## src/rtl/qrs_pkg.sv

```systemverilog
package qrs_pkg;

    // configuration register indexes
    localparam logic [1:0] REG_HP_GAIN       = 2'd0;
    localparam logic [1:0] REG_FORGET_FACTOR = 2'd1;
    localparam logic [1:0] REG_THR_WINDOW    = 2'd2;
    localparam logic [1:0] REG_HOLDOFF       = 2'd3;

    // reset values of the configuration registers
    localparam logic [15:0] HP_GAIN_RST       = 16'd9362;
    localparam logic [12:0] FORGET_FACTOR_RST = 13'd3604;
    localparam logic [9:0]  THR_WINDOW_RST    = 10'd250;
    localparam logic [7:0]  HOLDOFF_RST       = 8'd100;

    // 0.175 in Q0.16
    localparam logic [13:0] GAMMA_Q16   = 14'd11469;
    localparam logic [39:0] MAX40       = 40'hFF_FFFF_FFFF;
    localparam logic [9:0]  STARTUP_MAX = 10'd1023;

    typedef enum logic [3:0] {
        S_IDLE,
        S_SUM,
        S_HPMUL,
        S_HP,
        S_SQ,
        S_SQO,
        S_EN,
        S_EVAL,
        S_DEC,
        S_AG,
        S_P1,
        S_P2,
        S_P3,
        S_P4,
        S_TSUM,
        S_OUT
    } state_t;

    typedef enum logic [4:0] {
        OP_NONE,
        OP_LOAD,
        OP_SUM,
        OP_HPMUL,
        OP_HP,
        OP_SQ,
        OP_SQO,
        OP_EN,
        OP_EVAL,
        OP_DEC,
        OP_AG,
        OP_P1,
        OP_P2,
        OP_P3,
        OP_P4,
        OP_TSUM,
        OP_OUT
    } dp_op_t;

    typedef struct packed {
        dp_op_t op;
    } cmd_t;

    typedef struct packed {
        logic need_update;
    } status_t;

endpackage

```

## src/rtl/qrs_ctrl.sv

```systemverilog
module qrs_ctrl
    import qrs_pkg::*;
(
    input  logic    clk,
    input  logic    rst_n,
    input  logic    in_valid,
    output logic    in_ready,
    output logic    out_valid,
    input  logic    out_ready,
    input  status_t status,
    output cmd_t    cmd
);

    state_t state_reg, state_next;
    logic   out_valid_reg, out_valid_next;
    logic   out_free;

    assign out_free  = !out_valid_reg || out_ready;
    assign in_ready  = (state_reg == S_IDLE);
    assign out_valid = out_valid_reg;

    // state and output-valid registers
    always_ff @(posedge clk or negedge rst_n)
    begin
        if (!rst_n)
        begin
            state_reg     <= S_IDLE;
            out_valid_reg <= 1'b0;
        end
        else
        begin
            state_reg     <= state_next;
            out_valid_reg <= out_valid_next;
        end
    end

    // next state
    always_comb
    begin
        state_next = state_reg;
        case (state_reg)
            S_IDLE:  if (in_valid) state_next = S_SUM;
            S_SUM:   state_next = S_HPMUL;
            S_HPMUL: state_next = S_HP;
            S_HP:    state_next = S_SQ;
            S_SQ:    state_next = S_SQO;
            S_SQO:   state_next = S_EN;
            S_EN:    state_next = S_EVAL;
            S_EVAL:  state_next = S_DEC;
            S_DEC:   state_next = status.need_update ? S_AG : S_OUT;
            S_AG:    state_next = S_P1;
            S_P1:    state_next = S_P2;
            S_P2:    state_next = S_P3;
            S_P3:    state_next = S_P4;
            S_P4:    state_next = S_TSUM;
            S_TSUM:  state_next = S_OUT;
            S_OUT:   if (out_free) state_next = S_IDLE;
            default: state_next = S_IDLE;
        endcase
    end

    // datapath commands and result valid
    always_comb
    begin
        cmd.op         = OP_NONE;
        out_valid_next = out_valid_reg && !out_ready;
        case (state_reg)
            S_IDLE:  if (in_valid) cmd.op = OP_LOAD;
            S_SUM:   cmd.op = OP_SUM;
            S_HPMUL: cmd.op = OP_HPMUL;
            S_HP:    cmd.op = OP_HP;
            S_SQ:    cmd.op = OP_SQ;
            S_SQO:   cmd.op = OP_SQO;
            S_EN:    cmd.op = OP_EN;
            S_EVAL:  cmd.op = OP_EVAL;
            S_DEC:   cmd.op = OP_DEC;
            S_AG:    cmd.op = OP_AG;
            S_P1:    cmd.op = OP_P1;
            S_P2:    cmd.op = OP_P2;
            S_P3:    cmd.op = OP_P3;
            S_P4:    cmd.op = OP_P4;
            S_TSUM:  cmd.op = OP_TSUM;
            S_OUT:
            begin
                if (out_free)
                begin
                    cmd.op         = OP_OUT;
                    out_valid_next = 1'b1;
                end
            end
            default: cmd.op = OP_NONE;
        endcase
    end

endmodule

```

## config.mk

```make
export PLATFORM = sky130hd
export DESIGN_NAME = qrs_ctrl
export DESIGN_NICKNAME = d
export VERILOG_FILES = /design/src/rtl/qrs_pkg.sv /design/src/rtl/qrs_ctrl.sv
export SDC_FILE = /design/constraint.sdc
export NUM_CORES = 1
export LEC_CHECK = 0
export BUFFER_PORTS_ARGS = -buffer_cell sky130_fd_sc_hd__buf_2
export CORE_UTILIZATION = 35
export DETAILED_ROUTE_END_ITERATION = 6
export PLACE_DENSITY = 0.54
export SLEW_MARGIN = 20
export SYNTH_ARGS = -nofsm -noshare
export SYNTH_HDL_FRONTEND = slang
export SYNTH_SLANG_ARGS = --single-unit
```

## constraint.sdc

```tcl
create_clock -name clk -period 2.44 [get_ports clk]
set_input_delay 0.488 -clock clk [delete_from_list [all_inputs] [get_ports clk]]
set_output_delay 0.488 -clock clk [all_outputs]
set_load 0.02 [all_outputs]
```

======== Word level (Yosys, flattened, before mapping) ========
Cells that the tools add are included.
Widths: inputs -> output; s select.
operators by class
  eq/ne operators ......................... 17
  muxes and demuxes ....................... 9
  reduce and logical (&&, ||, !) cells .... 6
operators with widths
  kind                count
  $pmux 5 s16         1
  $pmux 4 s16         1
  $eq 4x4->1 const B  8
  $eq 4x3->1 const B  4
  $eq 4x2->1 const B  2
  $mux 4              2
  $mux 5              1
  $eq 4x1->1 const B  1
  $logic_not 4->1     1
  $ne 2x2->1 const B  2
  $mux 1              3
  $mux 3              1
  $logic_not 1->1     2
  $reduce_and 2->1    1
  $logic_and 1x1->1   1
  $logic_or 1x1->1    1
storage, ports and cells
  flip-flop bits (word level) ............. 5
  input bits .............................. 5
  output and inout bits ................... 7
  word-level logic and storage cells ...... 34

======== Longest topological paths before layout ========
  depth in word-level cells ............... 4
  mapped depth ............................ 6
  mapped depth without buffers ............ 6

======== Least setup slack after synthesis ========
No wires, ideal clock.
  path kind ............................... reg-to-output
  from .................................... register state_reg[0]
  to ...................................... output port cmd[0] in the netlist's numbering
  arrival time ............................ 1327 ps
  data required time ...................... 1952 ps
  path slack .............................. 625 ps
  cell stages (with the launch flop) ...... 7
  path buffers ............................ 0
  path through ............................ dfrtp_1 > inv_1 > ha_1 > nor3_1 > o211ai_2 > o211ai_2 > o21a_1
RTL lines
  element                   line            RTL
  start: declaration        qrs_ctrl.sv:14  state_t state_reg, state_next;
  start signal: assignment  qrs_ctrl.sv:32  state_reg <= state_next;
  end: declaration          qrs_ctrl.sv:11  output cmd_t cmd

==> results.txt <==
Outcome = complete, no violations
Worst Skew = 0.00340 ns
DRT iter0 DRCs = 9
Clk buf depth = 2
Synthesized area = 457 um2
Lkg Pwr = 0.264 nW
Nets@finish = 71
Sw frac = 50.6%
Max IR drop VDD = 0.000730 V
Drt pass-1 iters = 4
Largest net degree at the start of global routing = 13
Pint = 431 uW
Tcrit/Tclk final = 91.4%
Max FFs per register = 4
Area delta synth->final = 15.1%
# IOs = 12
First-pass GRT wire length = 1450 um
Num CTS Buffers = 3
Power Dens Cells = 1660 nW/um2
Routed via count = 384
Seq pwr share = 22.3%
Area after DPL = 499 um2
Hold crit path type = in2async
Vias in the first global route = 365
Gr ovfl total = 0
Worst Slack Setup Final = 0.210 ns
Power share of the clock group = 10.9%
Dpl ws = 0.473 ns
Synth Register Bits = 5
Slew headroom = 70.5%
Initial Util = 39.5%
RSZ-0062 raised after global routing = false
Vias per cell = 5.19
Routability Congestion = 0.666
H-tree depth reported by CTS = 1
Required time of the critical path = 1.95 ns
CTS tree = built
Total Routing Usage GR = 14.5%
Die Width = 38.1 um
Core area = 1160 um2
Clk Latency, worst-skew pair = 0.24 ns
Routed len/inst = 11.5 um
Final Hold Vio Count = 0
Switching pwr = 442 uW
Post-synthesis sequential area ratio = 27.4%
Clock slew at reported path FFs = 0.05 ns
# Post-CTS Setup Buffers = 0
Sequential Area = 125 um2
Worst-Margin Slew = 0.443 ns
Synth unique cells = 26
Final setup viols = 0
Clock root cell = clkbuf_4
Fin area = 526 um2
Pins Over Slew Limit = 0
Post-Synthesis Cells = 48
Buffers on Ports = 11
Die ar. = 1450 um2
Crit Path Class = reg2out
Setup crit end kind = primary output
Final period demand of the worst path = 2.23 ns
Clock net sink count = 5
Resized cells post-CTS = 0
CP arrival = 1.74 ns
Site Rows = 12
Comb pwr share = 66.8%
Syn_area_per_cell = 9.51 um2
Multi-input logic area = 287 um2
HPWL Detailed = 680 um
Die height = 38.1 um
Ys Warns = 0
Post-Syn Nets = 58
Fin Setup TNS = 0 ns
Maximum clock frequency = 449 MHz
Antenna Nets Post-Route = 0
Maxcap violations = 0
Diodes inserted = 0
Remaining DRCs = 0
Critical path fanouts, max = 5
Startpoint types = flip-flop
# fillers = 119
CTS hold repair buffers = 0
Initial antenna violation count = 0
Final core occ = 45.5%
Routed WL = 853 um
Share of cells above drive strength 1 = 31.7%
## power by group through the flow
stage	clock network, mW	logic (mW)	registers (mW)
CTS	0.0992	0.586	0.194
global placement	0	0.584	0.195
floorplan	0	0.528	0.160
finish	0.0952	0.583	0.195
detailed placement	0	0.583	0.195
global route	0.103	0.640	0.202
## per-stage QoR
step / hold WS (ns) / cells / power, mW
after CTS: 0.0470 / 74 / 0.879
after global routing: 0.0544 / 74 / 0.945
after floorplan: 0.192 / 48 / 0.688
after global placement: 0.302 / 70 / 0.779
final: 0.0528 / 74 / 0.873
after detailed placement: 0.307 / 70 / 0.778
## cell usage after synthesis
cell type  instances  area (um2)
nor3_1             1        5.00
nand3b_1           1        7.51
o32ai_1            1        8.76
nand2b_1           2        12.5
nor2b_1            1        6.26
nor4b_4            1        23.8
a21oi_1            2        10.0
nor2_1             5        18.8
buf_6              2        22.5
o21ai_1            2        10.0
nand2_1            2        7.51
a31oi_1            2        12.5
o31ai_1            1        7.51
dfrtp_1            5         125
and3_1             1        6.26
inv_2              1        3.75
mux2_4             1        15.0
inv_1              3        11.3
o211ai_2           2        25.0
buf_4              1        7.51
ha_1               5        62.6
or2_1              1        6.26
a41oi_1            1        8.76
o21a_1             1        7.51
nand3_1            1        5.00
mux2i_1            2        20.0
## worst max-delay path, cell delays in order, from the launching register on
cell      delay, ns
dfrtp_1        0.39
inv_1          0.12
ha_1           0.27
mux2i_1        0.14
o211ai_2       0.19
o211ai_2       0.12
o21a_1         0.12
buf_2          0.15
## final cells by class
type | count | area share (%)
inverter | 4 | 2.86
multi-input combinational | 36 | 54.5
tap | 14 | 3.33
sequential | 5 | 23.8
timing repair buffer | 11 | 10.5
clock buffer | 4 | 5.00
## routing by layer
layer / vias up / wire length [um] / GRT usage (%)
li1: 193 / - / -
met1: 179 / 393 / 17.8
met2: 12 / 424 / 24.2
met3: 0 / 35 / 0
met4: 0 / 0 / 10.7
met5: - / 0 / 0
## cells in the final DEF (no fill, tap or decap)
master	synthesis	final
nor3_1	1	1
inv_1	3	3
o31ai_1	1	1
a41oi_1	1	1
ha_1	5	5
a31oi_1	2	2
o211ai_2	2	2
nor2b_1	1	1
mux2_4	1	1
nor2_1	5	5
a21oi_1	2	2
buf_2	0	11
nand3b_1	1	1
o21a_1	1	1
clkbuf_4	0	3
mux2i_1	2	2
o32ai_1	1	1
nand2b_1	2	2
dfrtp_1	5	5
nor4b_4	1	1
clkbuf_1	0	1
inv_2	1	1
and3_1	1	1
nand3_1	1	1
o21ai_1	2	2
nand2_1	2	2
or2_1	1	1
## worst paths after layout
check	start	to	slack [ns]	cells after the start
min reg2reg	out_valid	out_valid	0.52	2
max in group asynchronous	rst_n	state_reg[2]	2.25	1
min	rst_n	out_valid	0.05	1
max reg2reg	state_reg[0]	state_reg[0]	0.73	5
min in group clk	out_valid	out_valid	0.52	2
max	state_reg[1]	cmd[0]	0.21	7
## kinds of logic (layout without fill, tap and decap cells)
group / Yosys count / after routing / synth area share [%]
fa+ha+maj: 5 / 5 / 13.7
flops: 5 / 5 / 27.4
buf+inv: 7 / 19 / 9.86
mux: 3 / 3 / 7.67
compound gates: 12 / 12 / 19.7
simple gates: 16 / 16 / 21.6
No activity file was read; power rests on OpenSTA's default activity.
